==> src/hdl/prc_pkg.sv <==
// ---------------------------------------------------------------------------
// prc_pkg: shared types and constants of the polar/rectangular converter
// Widths, CORDIC constants, arctangent table and the lane structs that
// travel between the front end, the rotation cells and the back end.
// ---------------------------------------------------------------------------
`default_nettype none

package prc_pkg;

  // operation codes
  localparam logic OP_TO_RECT  = 1'b0;
  localparam logic OP_TO_POLAR = 1'b1;

  localparam int ITERATIONS_DEF = 16;
  localparam int FRAC_BITS_DEF  = 16;

  // datapath widths: vector lanes carry 30 extra fraction bits, angles are Q30
  localparam int XW = 64;
  localparam int ZW = 34;
  localparam int MW = 33;
  localparam int GW = 31;
  localparam int QB = 30;

  localparam longint PI_Q30        = 64'sd3373259426;
  localparam longint HALF_PI_Q30   = 64'sd1686629713;
  localparam longint INV_GAIN_LIM  = 64'sd652032874;
  localparam longint INV_GAIN_CORR = INV_GAIN_LIM * 2 / 3;

  localparam logic [31:0] ATAN_TAB [32] = '{
    32'h3243F6A8, 32'h1DAC6705, 32'h0FADBAFC, 32'h07F56EA6, 32'h03FEAB76, 32'h01FFD55B,
    32'h00FFFAAA, 32'h007FFF55, 32'h003FFFEA, 32'h001FFFFD, 32'h000FFFFF, 32'h0007FFFF,
    32'h0003FFFF, 32'h0001FFFF, 32'h0000FFFF, 32'h00007FFF, 32'h00003FFF, 32'h00001FFF,
    32'h00000FFF, 32'h000007FF, 32'h000003FF, 32'h000001FF, 32'h000000FF, 32'h0000007F,
    32'h0000003F, 32'h0000001F, 32'h0000000F, 32'h00000008, 32'h00000004, 32'h00000002,
    32'h00000001, 32'h00000000
  };

  // gain compensation including the finite iteration correction
  function automatic longint prc_inv_gain(input int iter);
    return INV_GAIN_LIM + (INV_GAIN_CORR >>> (2 * iter));
  endfunction

  // pi rounded to frac fraction bits
  function automatic longint prc_pi_f(input int frac);
    return (PI_Q30 + (64'sd1 <<< (QB - frac - 1))) >>> (QB - frac);
  endfunction

  // operands after quadrant pre-rotation, ahead of the gain multiply
  typedef struct packed {
    logic                 vld;
    logic                 op;
    logic                 err;
    logic                 zero;
    logic signed [MW-1:0] mx;
    logic signed [MW-1:0] my;
    logic signed [ZW-1:0] z;
  } prc_oper_t;

  // one slot of the rotation chain
  typedef struct packed {
    logic                 vld;
    logic                 op;
    logic                 err;
    logic                 zero;
    logic signed [XW-1:0] x;
    logic signed [XW-1:0] y;
    logic signed [ZW-1:0] z;
  } prc_lane_t;

endpackage

`default_nettype wire

==> src/hdl/prc_back.sv <==
// ---------------------------------------------------------------------------
// prc_back: rounding, saturation and result selection
// Rounds the chain output back to the port formats, clamps it and zeroes
// the fields that the operation does not produce.
// ---------------------------------------------------------------------------
`default_nettype none

module prc_back
  import prc_pkg::*;
#(
  parameter int FRAC_BITS = FRAC_BITS_DEF
) (
  input  wire logic               clk,
  input  wire logic               rst_n,
  input  wire prc_lane_t          lane_in,
  output logic                    res_valid,
  output logic signed [31:0]      res_x,
  output logic signed [31:0]      res_y,
  output logic        [30:0]      res_radius,
  output logic signed [18:0]      res_angle,
  output logic                    range_error
);

  localparam int                   AngShift = QB - FRAC_BITS;
  localparam logic signed [ZW-1:0] PiF      = ZW'(prc_pi_f(FRAC_BITS));
  localparam logic signed [ZW-1:0] AngHalf  = ZW'(64'sd1 <<< (AngShift - 1));
  localparam logic signed [XW-1:0] RndHalf  = XW'(64'sd1 <<< (QB - 1));
  localparam logic signed [XW-1:0] SatMax   = XW'(64'sd2147483647);
  localparam logic signed [XW-1:0] SatMin   = XW'(-64'sd2147483648);

  logic signed [XW-1:0] x;
  logic signed [XW-1:0] y;
  logic signed [ZW-1:0] z;
  logic signed [XW-1:0] rx;
  logic signed [XW-1:0] ry;
  logic signed [ZW-1:0] rz;
  logic signed [31:0]   sat_x;
  logic signed [31:0]   sat_y;
  logic        [30:0]   rad;
  logic signed [18:0]   ang;

  logic               valid_r;
  logic signed [31:0] res_x_r, res_x_nxt;
  logic signed [31:0] res_y_r, res_y_nxt;
  logic        [30:0] res_radius_r, res_radius_nxt;
  logic signed [18:0] res_angle_r, res_angle_nxt;
  logic               range_error_r, range_error_nxt;

  assign x  = lane_in.x;
  assign y  = lane_in.y;
  assign z  = lane_in.z;
  assign rx = (x + RndHalf) >>> QB;
  assign ry = (y + RndHalf) >>> QB;
  assign rz = (z + AngHalf) >>> AngShift;

  always_comb begin
    if (rx > SatMax) begin
      sat_x = 32'(SatMax);
    end else if (rx < SatMin) begin
      sat_x = 32'(SatMin);
    end else begin
      sat_x = rx[31:0];
    end

    if (ry > SatMax) begin
      sat_y = 32'(SatMax);
    end else if (ry < SatMin) begin
      sat_y = 32'(SatMin);
    end else begin
      sat_y = ry[31:0];
    end

    if (rx[XW-1]) begin
      rad = '0;
    end else if (rx > SatMax) begin
      rad = 31'(SatMax);
    end else begin
      rad = rx[30:0];
    end

    // wider fraction formats keep only the low bits of the clamped angle
    if (rz > PiF) begin
      ang = PiF[18:0];
    end else if (rz < -PiF) begin
      ang = 19'(-PiF);
    end else begin
      ang = rz[18:0];
    end
  end

  always_comb begin
    res_x_nxt       = '0;
    res_y_nxt       = '0;
    res_radius_nxt  = '0;
    res_angle_nxt   = '0;
    range_error_nxt = 1'b0;
    if (lane_in.op == OP_TO_RECT) begin
      range_error_nxt = lane_in.err;
      if (!lane_in.err) begin
        res_x_nxt = sat_x;
        res_y_nxt = sat_y;
      end
    end else if (!lane_in.zero) begin
      res_radius_nxt = rad;
      res_angle_nxt  = ang;
    end
  end

  always_ff @(posedge clk) begin
    if (!rst_n) begin
      valid_r <= 1'b0;
    end else begin
      valid_r <= lane_in.vld;
    end
  end

  always_ff @(posedge clk) begin
    res_x_r       <= res_x_nxt;
    res_y_r       <= res_y_nxt;
    res_radius_r  <= res_radius_nxt;
    res_angle_r   <= res_angle_nxt;
    range_error_r <= range_error_nxt & lane_in.vld;
  end

  assign res_valid   = valid_r;
  assign res_x       = res_x_r;
  assign res_y       = res_y_r;
  assign res_radius  = res_radius_r;
  assign res_angle   = res_angle_r;
  assign range_error = range_error_r;

endmodule

`default_nettype wire

==> config.mk <==
export PLATFORM = sky130hd
export DESIGN_NAME = prc_back
export DESIGN_NICKNAME = d
export VERILOG_FILES = /design/src/hdl/prc_pkg.sv /design/src/hdl/prc_back.sv
export SDC_FILE = /design/constraint.sdc
export NUM_CORES = 1
export LEC_CHECK = 0
export BUFFER_PORTS_ARGS = -buffer_cell sky130_fd_sc_hd__clkbuf_2
export CAP_MARGIN = 20
export CORE_MARGIN = 3
export CORE_UTILIZATION = 30
export DETAILED_ROUTE_END_ITERATION = 6
export SYNTH_ARGS = -nofsm -noshare
export SYNTH_HDL_FRONTEND = slang
export SYNTH_SLANG_ARGS = --single-unit
==> constraint.sdc <==
create_clock -name clk -period 4.94 [get_ports clk]
set_input_delay 1.235 -clock clk [delete_from_list [all_inputs] [get_ports clk]]
set_output_delay 1.235 -clock clk [all_outputs]
set_load 0.005 [all_outputs]
# Word-level counts from Yosys, hierarchy flattened
# Index checks and enable logic that the tools add are counted.
# totals
regBits	116
inputBits	168
out_inout_bits	116
word_cells	34
# op_classes
addsub	3
n_lt_le_gt_ge	6
muxes	8
bitwise_logic	2
n_reduce_logical	6
# op_table
op	count
64-bit by 31-bit adder with 64-bit output, second input constant	2
31-bit 2-to-1 mux	3
34-bit by 32-bit greater-than comparator with 1-bit output, second input constant	2
34-bit by 32-bit less-than comparator with 1-bit output, second input constant	2
32-bit 2-to-1 mux	2
34-bit by 15-bit adder with 34-bit output, second input constant	1
20-bit by 19-bit greater-than comparator with 1-bit output, second input constant	1
20-bit by 19-bit less-than comparator with 1-bit output, second input constant	1
19-bit 2-to-1 mux	1
18-bit 2-to-1 mux	1
3-bit OR reduction	4
2-bit OR reduction	2
1-bit AND	1
1-bit 2-to-1 mux	1
1-bit inverter	1

# Logic depth before layout (Yosys ltp)
# depth
depth_word	4
ltp_mapped	10

# Least setup slack after synthesis
# No wires, ideal clock.
# synth_timing
path_kind	input to register
start	input lane_in[132] (netlist name)
end	register res_x_r[22] (netlist: res_x[22])
setup_time_ps	117
t_arrival_ps	3222
t_required_ps	4823
setup_slack_ps	1601
stages	8
path_cell_list	nand4_1 -> or4_1 -> nor4_1 -> mux2_1 -> a31o_2 -> o211ai_1 -> buf_2 -> nor2_1
# synth_via
elab_chain_len	4
word_cells_on_any_way	5
cone_classes	1 x add/sub; 2 x order compare; 2 x mux
# synth_lines
element	line	source
from (decl)	prc_back.sv:15	input wire prc_lane_t lane_in,
64-bit by 31-bit adder with 64-bit output *	prc_back.sv:52	assign rx = (x + RndHalf) >>> QB;
34-bit by 32-bit less-than comparator with 1-bit output	prc_back.sv:59	end else if (rx < SatMin) begin
32-bit 2-to-1 mux	prc_back.sv:59	
31-bit 2-to-1 mux *	prc_back.sv:57	if (rx > SatMax) begin
to (signal assigned)	prc_back.sv:118	res_x_r <= res_x_nxt;
to (decl)	prc_back.sv:43	logic signed [31:0] res_x_r, res_x_nxt;
# Mark *: on every way between the ends. The rest lies on a longest branch, timed or not.
# A chain may end at the register's enable or synchronous reset.

# Final worst setup path
# layout_timing
start	input lane_in[132] (netlist name)
end	register res_x_r[10] (netlist: res_x[10])
# The elaborated chain is that of the path after synthesis.

==> results.ini <==
[pwr]
irDropWorstVdd_mv=0.2456
powerDensity_mw_per_mm2=348.7
p_leak_nw=3.180

[floorplanning]
row_count=48
dieArea_sq_mm=0.02004
die_y_um=141.6
start_util=0.3122
core_area_sq_mm=0.01766
ios=284
die_x_um=141.6

[timing]
worst_slew_pin_slew_ns=0.7089
post-route-period-util=0.7333
finalSetupViolations=0
period_minus_slack_ns=3.623
rsz0062_at_grt=false
slew_headroom=0.5253
timing.fmax_mhz=276.1
slew_viol_final=0
setup_tns_ns=0
fin_ws_ns=1.317
hold_viol=0

[clock_network]
cts_hold_buf=0
htreeDepth=4
cts_resized=0
cts_sinks=116
cts_setup_buffers=0
clockBufferDepth=2
cts.root.buffer_cell=clkbuf_16
clk_pin_slew_ns=0.06
cts_buffers=17
cts_tree=yes

[synth]
ys_top_cells_by_area=dfxtp_1, xor2_1, xnor2_1
netlist_area_sq_mm=0.005513
synth_cells=635
synth_top_flop_cell=dfxtp_1
ys_seq_elements=116
synth_nets=806
synth_top_area_cell=dfxtp_1
yosysTopAreaCellShare=0.4212
synth_xor_xnor_area_share=0.1192
synth_compound_area_frac=0.1450
yosysUniqueCellTypes=63
synth_top_family_by_area=simple AND/OR/NAND/NOR gates
ys_seq_area_frac=0.4212
ys.warnings.count=0
synth-adder-area-share=0.006809
synth_simple_gate_area_share=0.2560
syn_avg_cell_area_sq_um=8.682
synth_mux_area_frac=0.009305
synth-edff-count=0
async_flop_share=0

[final_layout]
diodes=0
area_growth_pct=33.48
layout.nets=1008
drive_gt1_frac=0.3235
regArea_sq_mm=0.002322
nFillCells=1794
multi_input_area_sq_mm=0.002957
fin_cells=1075

[route]
vias=5214
drt-wirelength-per-cell_um=15.29
ant_nets=0
highest_layer=met4
dr_wl_met3_um=1540
wl_um=16440
drc_errors=0
viasPerCell=4.850
drt_pre_antenna_iters=5
drt-initial-drc-count=207
route.met2.wl_um=7476
wl_met1_um=7188

[global_routing]
grt_pass1_wl_um=25470
grt_pass1_vias=4877
grt_max_degree=32
track_usage=0.1586
grt_remaining_overflow=0
antenna_found_initial=0

[run_status]
status=complete, no violations

[setup_path]
cp-start-kind=input port
critPathRequiredTime_ns=5.28
cp-end-kind=flop
critPathKind=in2reg
worstPathArrival_ns=3.96
crit_fanout=15

[place]
place_ws_ns=0.9055
io_buffers=212
gp_congestion=0.8529
place_hpwl_um=12630
dp_cells=1043

[job]
maxCapViolCount=0

[hold_path]
hold_class=in2reg

## layer usage
metal  up-vias  GRT usage
met3        15    0.06909
met1      2363     0.1957
li1       2647          -
met5         -          0
met2       189     0.2531
met4         0    0.04343
## final cells by class
cell class | count | area share
multi-input combinational | 467 | 0.4018
sequential | 116 | 0.3156
timing repair buffer | 218 | 0.1520
clock buffer | 18 | 0.05832
tap | 225 | 0.03826
clock inverter | 14 | 0.02534
inverter | 17 | 0.008672
## placed cells by master, fill, tap and decap left out, types with 6 or more instances in the layout
cell and n:
clkbuf_2 212, dfxtp_1 116, nor2_1 75, a21oi_1 41, xor2_1 39, xnor2_1 36
nand3_1 33, nand2_1 31, o21ai_0 27, nand4_1 26, nor3_1 20, inv_1 17
clkbuf_16 17, and3_1 14, o21ai_1 12, and2_1 11, o31ai_2 9, or3_1 7
nor4_1 7, and4_1 7, o211ai_1 6
## Yosys cell counts (4+ instances only)
cell / n
clkbuf_1: 16
xnor2_1: 36
o31ai_2: 9
a31oi_1: 5
a21oi_1: 41
and2_1: 11
dfxtp_1: 116
mux2i_1: 4
o211ai_1: 6
o21ai_0: 27
nand4_1: 26
o21ai_1: 12
and3_1: 14
and4_1: 7
inv_1: 17
nand2_1: 31
xor2_1: 39
nor3_1: 20
buf_2: 15
nand3_1: 33
nor4_1: 7
or4_1: 5
or3_1: 7
nor2_1: 75
## logic make-up (layout without fill, tap and decap cells)
group,after synthesis,in the layout
AOI/OAI and AO/OA,124,124
xor gates and xnor gates,75,75
adders and majority gates,3,3
buffers and inverters,52,267
DFF,116,116
muxes,5,5
and+or+nand+nor,260,260
## worst max-delay path, stage by stage
cell	delay, ns
clkbuf_2	0.14
nand4_1	0.24
nor4_1	0.44
nand4_1	0.32
o211ai_1	0.67
nand2_1	0.49
and2_1	0.32
nor2_1	0.11
## metrics by stage
step | total power [mW] | util | hold WS (ns) | cell area [sq um]
2_1_floorplan | 1.164 | - | 1.307 | 5513
3_3_place_gp | 1.313 | 0.3819 | 1.445 | 6743
3_5_place_dp | 1.315 | 0.3819 | 1.453 | 6743
4_1_cts | 2.608 | 0.4167 | 1.021 | 7358
5_1_grt | 2.685 | 0.4167 | 1.021 | 7358
6_report | 2.566 | 0.4167 | 1.043 | 7358
## sequential cells by signal, summed over array words and instances, names as in the netlist
name / flops
res_angle: 19
range_error: 1
res_y: 32
res_valid: 1
res_x: 32
res_radius: 31
## power breakdown
group | total (mW) | leakage [nW] | switching [mW] | internal, mW
clock | 1.27 | 0.288 | 0.432 | 0.839
sequential | 0.999 | 0.953 | 0.0132 | 0.986
combinational | 0.295 | 1.94 | 0.172 | 0.123
total | 2.57 | 3.18 | 0.617 | 1.95
## final timing paths
check / cells after the start / endpoint / slack [ns] / from
worst min-delay path: 3 / range_error / 1.04 / lane_in[165]
worst max-delay path: 8 / res_x[10] / 1.32 / lane_in[132]
(Power assumes the default switching activity.)
