File: config.mk
export PLATFORM = sky130hd
export DESIGN_NAME = prc_front
export DESIGN_NICKNAME = d
export VERILOG_FILES = /design/src/hdl/prc_pkg.sv /design/src/hdl/prc_front.sv
export SDC_FILE = /design/constraint.sdc
export NUM_CORES = 2
export LEC_CHECK = 0
export BUFFER_PORTS_ARGS = -buffer_cell sky130_fd_sc_hd__buf_2
export CAP_MARGIN = 20
export CORE_MARGIN = 3
export CORE_UTILIZATION = 45
export CTS_CLUSTER_SIZE = 40
export DETAILED_ROUTE_END_ITERATION = 8
export SYNTH_ARGS = -nofsm -noshare
export SYNTH_HDL_FRONTEND = slang
export SYNTH_SLANG_ARGS = --single-unit
File: constraint.sdc
create_clock -name clk -period 18.9 [get_ports clk]
set_input_delay 0 -clock clk [delete_from_list [all_inputs] [get_ports clk]]
set_output_delay 0 -clock clk [all_outputs]
set_load 0.05 [all_outputs]
File: src/hdl/prc_pkg.sv
// ---------------------------------------------------------------------------
// prc_pkg: shared types and constants of the polar/rectangular converter
// Widths, CORDIC constants, arctangent table and the lane structs that
// travel between the front end, the rotation cells and the back end.
// ---------------------------------------------------------------------------
`default_nettype none

package prc_pkg;

  // operation codes
  localparam logic OP_TO_RECT  = 1'b0;
  localparam logic OP_TO_POLAR = 1'b1;

  localparam int ITERATIONS_DEF = 16;
  localparam int FRAC_BITS_DEF  = 16;

  // datapath widths: vector lanes carry 30 extra fraction bits, angles are Q30
  localparam int XW = 64;
  localparam int ZW = 34;
  localparam int MW = 33;
  localparam int GW = 31;
  localparam int QB = 30;

  localparam longint PI_Q30        = 64'sd3373259426;
  localparam longint HALF_PI_Q30   = 64'sd1686629713;
  localparam longint INV_GAIN_LIM  = 64'sd652032874;
  localparam longint INV_GAIN_CORR = INV_GAIN_LIM * 2 / 3;

  localparam logic [31:0] ATAN_TAB [32] = '{
    32'h3243F6A8, 32'h1DAC6705, 32'h0FADBAFC, 32'h07F56EA6, 32'h03FEAB76, 32'h01FFD55B,
    32'h00FFFAAA, 32'h007FFF55, 32'h003FFFEA, 32'h001FFFFD, 32'h000FFFFF, 32'h0007FFFF,
    32'h0003FFFF, 32'h0001FFFF, 32'h0000FFFF, 32'h00007FFF, 32'h00003FFF, 32'h00001FFF,
    32'h00000FFF, 32'h000007FF, 32'h000003FF, 32'h000001FF, 32'h000000FF, 32'h0000007F,
    32'h0000003F, 32'h0000001F, 32'h0000000F, 32'h00000008, 32'h00000004, 32'h00000002,
    32'h00000001, 32'h00000000
  };

  // gain compensation including the finite iteration correction
  function automatic longint prc_inv_gain(input int iter);
    return INV_GAIN_LIM + (INV_GAIN_CORR >>> (2 * iter));
  endfunction

  // pi rounded to frac fraction bits
  function automatic longint prc_pi_f(input int frac);
    return (PI_Q30 + (64'sd1 <<< (QB - frac - 1))) >>> (QB - frac);
  endfunction

  // operands after quadrant pre-rotation, ahead of the gain multiply
  typedef struct packed {
    logic                 vld;
    logic                 op;
    logic                 err;
    logic                 zero;
    logic signed [MW-1:0] mx;
    logic signed [MW-1:0] my;
    logic signed [ZW-1:0] z;
  } prc_oper_t;

  // one slot of the rotation chain
  typedef struct packed {
    logic                 vld;
    logic                 op;
    logic                 err;
    logic                 zero;
    logic signed [XW-1:0] x;
    logic signed [XW-1:0] y;
    logic signed [ZW-1:0] z;
  } prc_lane_t;

endpackage

`default_nettype wire

File: src/hdl/prc_front.sv
// ---------------------------------------------------------------------------
// prc_front: range check, quadrant pre-rotation and gain multiply
// Two register stages: operand selection, then the gain compensation
// multiply that loads the first rotation cell.
// ---------------------------------------------------------------------------
`default_nettype none

module prc_front
  import prc_pkg::*;
#(
  parameter int ITERATIONS = ITERATIONS_DEF,
  parameter int FRAC_BITS  = FRAC_BITS_DEF
) (
  input  wire logic               clk,
  input  wire logic               rst_n,
  input  wire logic               take,
  input  wire logic               operation,
  input  wire logic signed [31:0] vec_x,
  input  wire logic signed [31:0] vec_y,
  input  wire logic signed [31:0] radius_in,
  input  wire logic signed [18:0] angle_in,
  output prc_lane_t               lane
);

  localparam int                   AngShift = QB - FRAC_BITS;
  localparam logic signed [ZW-1:0] PiF      = ZW'(prc_pi_f(FRAC_BITS));
  localparam logic signed [ZW-1:0] HalfPi   = ZW'(HALF_PI_Q30);
  localparam logic signed [GW-1:0] Gain     = GW'(prc_inv_gain(ITERATIONS));

  prc_oper_t oper_r, oper_nxt;
  prc_lane_t lane_r, lane_nxt;

  logic signed [ZW-1:0] ang_ext;
  logic signed [ZW-1:0] z_ang;
  logic signed [MW-1:0] r_ext;
  logic signed [MW-1:0] x_ext;
  logic signed [MW-1:0] y_ext;
  logic signed [MW-1:0] mx;
  logic signed [MW-1:0] my;

  always_comb begin
    ang_ext = ZW'(angle_in);
    z_ang   = ang_ext <<< AngShift;
    r_ext   = MW'(radius_in);
    x_ext   = MW'(vec_x);
    y_ext   = MW'(vec_y);

    oper_nxt.vld  = take;
    oper_nxt.op   = operation;
    oper_nxt.err  = (operation == OP_TO_RECT) && ((ang_ext > PiF) || (ang_ext < -PiF));
    oper_nxt.zero = (operation == OP_TO_POLAR) && (vec_x == 32'sd0) && (vec_y == 32'sd0);

    if (operation == OP_TO_RECT) begin
      // fold angles beyond a quarter turn onto the y axis
      if (z_ang > HalfPi) begin
        oper_nxt.mx = '0;
        oper_nxt.my = r_ext;
        oper_nxt.z  = z_ang - HalfPi;
      end else if (z_ang < -HalfPi) begin
        oper_nxt.mx = '0;
        oper_nxt.my = -r_ext;
        oper_nxt.z  = z_ang + HalfPi;
      end else begin
        oper_nxt.mx = r_ext;
        oper_nxt.my = '0;
        oper_nxt.z  = z_ang;
      end
    end else begin
      // left half plane: turn a quarter toward the positive x axis
      if (vec_x < 32'sd0) begin
        if (vec_y >= 32'sd0) begin
          oper_nxt.mx = y_ext;
          oper_nxt.my = -x_ext;
          oper_nxt.z  = HalfPi;
        end else begin
          oper_nxt.mx = -y_ext;
          oper_nxt.my = x_ext;
          oper_nxt.z  = -HalfPi;
        end
      end else begin
        oper_nxt.mx = x_ext;
        oper_nxt.my = y_ext;
        oper_nxt.z  = '0;
      end
    end
  end

  always_ff @(posedge clk) begin
    if (!rst_n) begin
      oper_r.vld <= 1'b0;
    end else begin
      oper_r <= oper_nxt;
    end
  end

  assign mx = oper_r.mx;
  assign my = oper_r.my;

  always_comb begin
    lane_nxt.vld  = oper_r.vld;
    lane_nxt.op   = oper_r.op;
    lane_nxt.err  = oper_r.err;
    lane_nxt.zero = oper_r.zero;
    lane_nxt.x    = XW'(mx) * XW'(Gain);
    lane_nxt.y    = XW'(my) * XW'(Gain);
    lane_nxt.z    = oper_r.z;
  end

  always_ff @(posedge clk) begin
    if (!rst_n) begin
      lane_r.vld <= 1'b0;
    end else begin
      lane_r <= lane_nxt;
    end
  end

  assign lane = lane_r;

endmodule

`default_nettype wire

== Word level (Yosys, flattened, before mapping) ==
Index checks and enable logic that the tools add are counted.

* Register bits: 268
* Input bits: 119
* Output and inout port bits: 166
* Word-level logic and storage cells: 39

* Add/sub/neg operators: 5
* Multiply operators: 2
* Magnitude comparators: 6
* Muxes and demuxes: 5
* Bitwise operators: 1
* Reductions and logical operators: 6

{| class="wikitable"
|+ Operator list
! kind !! count
|-
| 2-to-1 mux 100 bit || 5
|-
| multiplier 33 x 30 -> 63 bit (second input constant) || 2
|-
| negation 32 -> 33 bit || 3
|-
| zero test 32 bit || 2
|-
| adder 33 x 32 -> 34 bit (second input constant) || 1
|-
| subtractor 33 x 32 -> 34 bit (second input constant) || 1
|-
| > comparator 33 x 32 -> 1 bit (second input constant) || 1
|-
| < comparator 33 x 32 -> 1 bit (second input constant) || 1
|-
| greater-or-equal comparator 32 x 1 -> 1 bit (second input constant) || 1
|-
| < comparator 32 x 1 -> 1 bit (second input constant) || 1
|-
| > comparator 19 bit (second input constant) || 1
|-
| < comparator 19 bit (second input constant) || 1
|-
| logical AND 1 bit || 3
|-
| logical OR 1 bit || 1
|-
| NOT 1 bit || 1
|}

== Depth between registers and ports, before layout ==
* Depth after elaboration: 4
* Mapped depth: 30
* Mapped depth without buffers: 28

== Least setup slack after synthesis ==
OpenSTA, ideal clock, no wires.

* Path kind: reg2reg
* Start: register oper_r (netlist bit my[32])
* End: register lane_r (netlist bit lane[95]), data pin
* Setup time: 0.146 ns
* Arrival: 8.089 ns
* Required time: 18.754 ns
* Slack: 10.665 ns
* Stages on the path, launching flop included: 21
* Buffers on the path: 2
* Clock period less this slack: 8.235 ns
* Cell sequence: edfxtp_1 clkbuf_1 clkinv_1 o21ai_0 fa_1 fa_1 fa_1 fa_1 inv_1 fa_1 inv_1 ha_1 clkbuf_1 and2_1 nand3_1 nor3_1 a2111oi_4 o31ai_1 nand3_1 or4_1 a21oi_1

{| class="wikitable"
|+ RTL lines
! what !! line !! text
|-
| start: declaration || prc_front.sv:30 || <nowiki>prc_oper_t oper_r, oper_nxt;</nowiki>
|-
| start signal: assignment || prc_front.sv:92 || <nowiki>oper_r <= oper_nxt;</nowiki>
|-
| end signal: assignment || prc_front.sv:113 || <nowiki>lane_r <= lane_nxt;</nowiki>
|-
| end: declaration || prc_front.sv:31 || <nowiki>prc_lane_t lane_r, lane_nxt;</nowiki>
|}

==> flow_summary.ini <==
[drt]
avgRoutedWirePerCell_um = 23.2
routed_via_density = 5.32
drc = 0
wirelength_mm = 162
final_antenna_net_count = 0
num_vias = 37200
drt_iter0_markers = 2783
drt-pass1-iter-count = 5

[clock_network]
post_cts_buffers = 0
clk_latency_ns = 0.65
cts_tree = built
cts_buffers = 37
clk_path_buf_depth = 3
clockRootBuffer = clkbuf_16
cts_resized = 0
htree_levels = 2
ctsHoldBuffers = 122
clk_pin_slew_ns = 0.07
clock-sinks = 246

[timing]
worst_pin_slew_ns = 1.07
hold_violations = 0
fin_setup_tns_ns = 0
rsz0062_at_grt = false
finalMaxSlewViolations = 0
skew_ns = 0.0447
setup_viol = 0
period_needed_ns = 8.72
maxSlewHeadroom_pct = 28.7
fin_crit_sh_pct = 46.1
max_freq_mhz = 115

[yosys]
synthCells = 5095
synth_ff_type = edfxtp_1
yosysMostFrequentCell = inv_1
yosysTopAreaCell = fa_1
synthXorXnorAreaFrac_pct = 6.64
netlist_area_um2 = 51400
async_flop_share_pct = 0
synth-edff-count = 244
synth_top_area_share_pct = 34.0
synth.avg_cell_area_um2 = 10.1
synth_fa_ha_area_share_pct = 52.7
synth_top_family_by_area = adder cells
ys_seq_elements = 246
synth_area_leaders = fa_1 34%, ha_1 19%, edfxtp_1 14%
ys_top_cells_by_count = 1295 x inv_1, 873 x fa_1, 768 x ha_1, 287 x a21oi_1, 244 x edfxtp_1
synthSimpleGateAreaFrac_pct = 5.29
synthMuxAreaShare_pct = 0.217
synth_warnings = 0
synth_cell_type_count = 84
ys_seq_area_share_pct = 14.3
synth_compound_area_share_pct = 10.3

[place]
dpl.hpwl_mm = 142
place.gp.congestion = 1.02
io_buffers = 282

[floorplanning]
pin_count = 285
dieArea_um2 = 118000
die_h_um = 344
coreArea_um2 = 113000
initial_utilization_pct = 45.5
rows = 123
die_w_um = 344

[cells_and_area]
drive_gt1_share_pct = 7.43
area_growth_pct = 10.7
multi_input_area_um2 = 38700
final_nets = 7197
fillers = 10600
register_area_um2 = 7370
final_util_pct = 50.4

[flow_run]
max_cap_viol_count = 0

[global_routing]
overflow = 0
grt_pass1_wl_mm = 246
grt_start_max_net_pins = 82
groute.usage.overall_pct = 27.9
first_global_vias = 38600
antenna_found_initial = 27

[setup_path]
arrival_ns = 9.07
cp_max_fo = 8
required_ns = 19.25
cp-end-kind = flip-flop
crit_type = flip-flop to flip-flop
cp-start-kind = flip-flop

[run_status]
status = completed

[hold_path]
min_path_type = input port to flip-flop
-- logic make-up (layout without fill, tap and decap cells) --
logic type               after synthesis  in the layout
AO/OA/AOI/OAI                        829            829
multiplexers                          10             10
adder cells (fa/ha/maj)             1641           1641
AND/OR/NAND/NOR                      553            553
flip-flops                           246            246
XOR/XNOR                             390            390
other                                  1             21
buffers and inverters               1425           1794
-- per-stage QoR --
step | area, µm² | hold slack (ns) | std cells | setup WS [ns]
global placement | 54400 | 0.207 | 6776 | 10.30
finish | 56900 | 0.0474 | 6984 | 10.18
floorplan | 51400 | 0.0989 | 5096 | 10.67
global route | 56900 | 0.0355 | 6977 | 9.85
detailed placement | 54400 | 0.207 | 6776 | 10.29
CTS | 56900 | 0.00347 | 6965 | 10.23
-- worst paths after layout --
kind,slack [ns],end,cells past startpoint,startpoint
max,10.18,lane[96],24,my[16]
min,0.05,mx[21],4,vec_x[21]
max reg2reg,10.18,lane[96],24,my[16]
min reg2reg,0.42,lane[164],0,lane_nxt[164]
-- registers in the layout, indices dropped and copies added (netlist names) --
register and count:
lane_nxt 27, lane 153, mx 33, my 33
-- worst max-delay path: stages (launching register included) --
cell and delay, ns:
edfxtp_1 0.63, ha_1 0.57, xor2_1 0.42, xor2_1 0.32, xor2_1 0.12, ha_1 0.21, a21oi_1 0.40, fa_1 0.50
inv_1 0.09, fa_1 0.44, fa_1 0.46, fa_1 0.55, fa_1 0.43, ha_1 0.45, nand4_1 0.27, nor4_1 0.38
o21ai_0 0.14, a21oi_1 0.39, o21ai_0 0.30, a21oi_1 0.37, nand3_1 0.20, o41ai_1 0.28, buf_4 0.23, a311o_1 0.17
o211ai_1 0.09
-- area by class of cell --
class	instances	share of cell area, %
clock buffer	40	1.65
timing repair buffer	431	5.01
sequential	246	12.9
antenna	19	0.0836
clock inverter	27	0.534
inverter	1296	8.55
tap	1500	3.30
multi-input combinational	3425	67.9
-- metal layers --
metal | wire length [µm] | GRT usage (%)
met5 | 51 | 0
met4 | 5480 | 8.30
met3 | 11500 | 5.10
met2 | 75600 | 44.5
met1 | 69700 | 38.8
-- cells in the final DEF, fill, tap and decap left out, types with 9 or more instances in the layout --
| cell type | instances |
|---|---|
| inv_1 | 1295 |
| fa_1 | 873 |
| ha_1 | 768 |
| a21oi_1 | 287 |
| buf_2 | 279 |
| edfxtp_1 | 244 |
| xor2_1 | 233 |
| xnor2_1 | 157 |
| nand2_1 | 152 |
| o21ai_0 | 140 |
| a21o_1 | 139 |
| nor2_1 | 135 |
| dlygate4sd3_1 | 122 |
| nor3_1 | 45 |
| nand3_1 | 40 |
| a22o_1 | 38 |
| clkbuf_16 | 37 |
| nand4_1 | 31 |
| o21bai_1 | 31 |
| a31oi_1 | 29 |
| buf_4 | 29 |
| and3_1 | 27 |
| o211ai_1 | 22 |
| a221oi_1 | 21 |
| o31ai_1 | 21 |
| and2_1 | 20 |
| diode_2 | 19 |
| nor2b_1 | 19 |
| nor4_1 | 17 |
| or3_1 | 15 |
| o21a_1 | 13 |
| nand2b_1 | 11 |
| o41ai_1 | 11 |
| a211oi_1 | 10 |
| or2_2 | 9 |
| or4_1 | 9 |
Power is left out: the tool's default activity adds up to more than one toggle a clock period on the data nets, which glitch-free logic cannot reach.
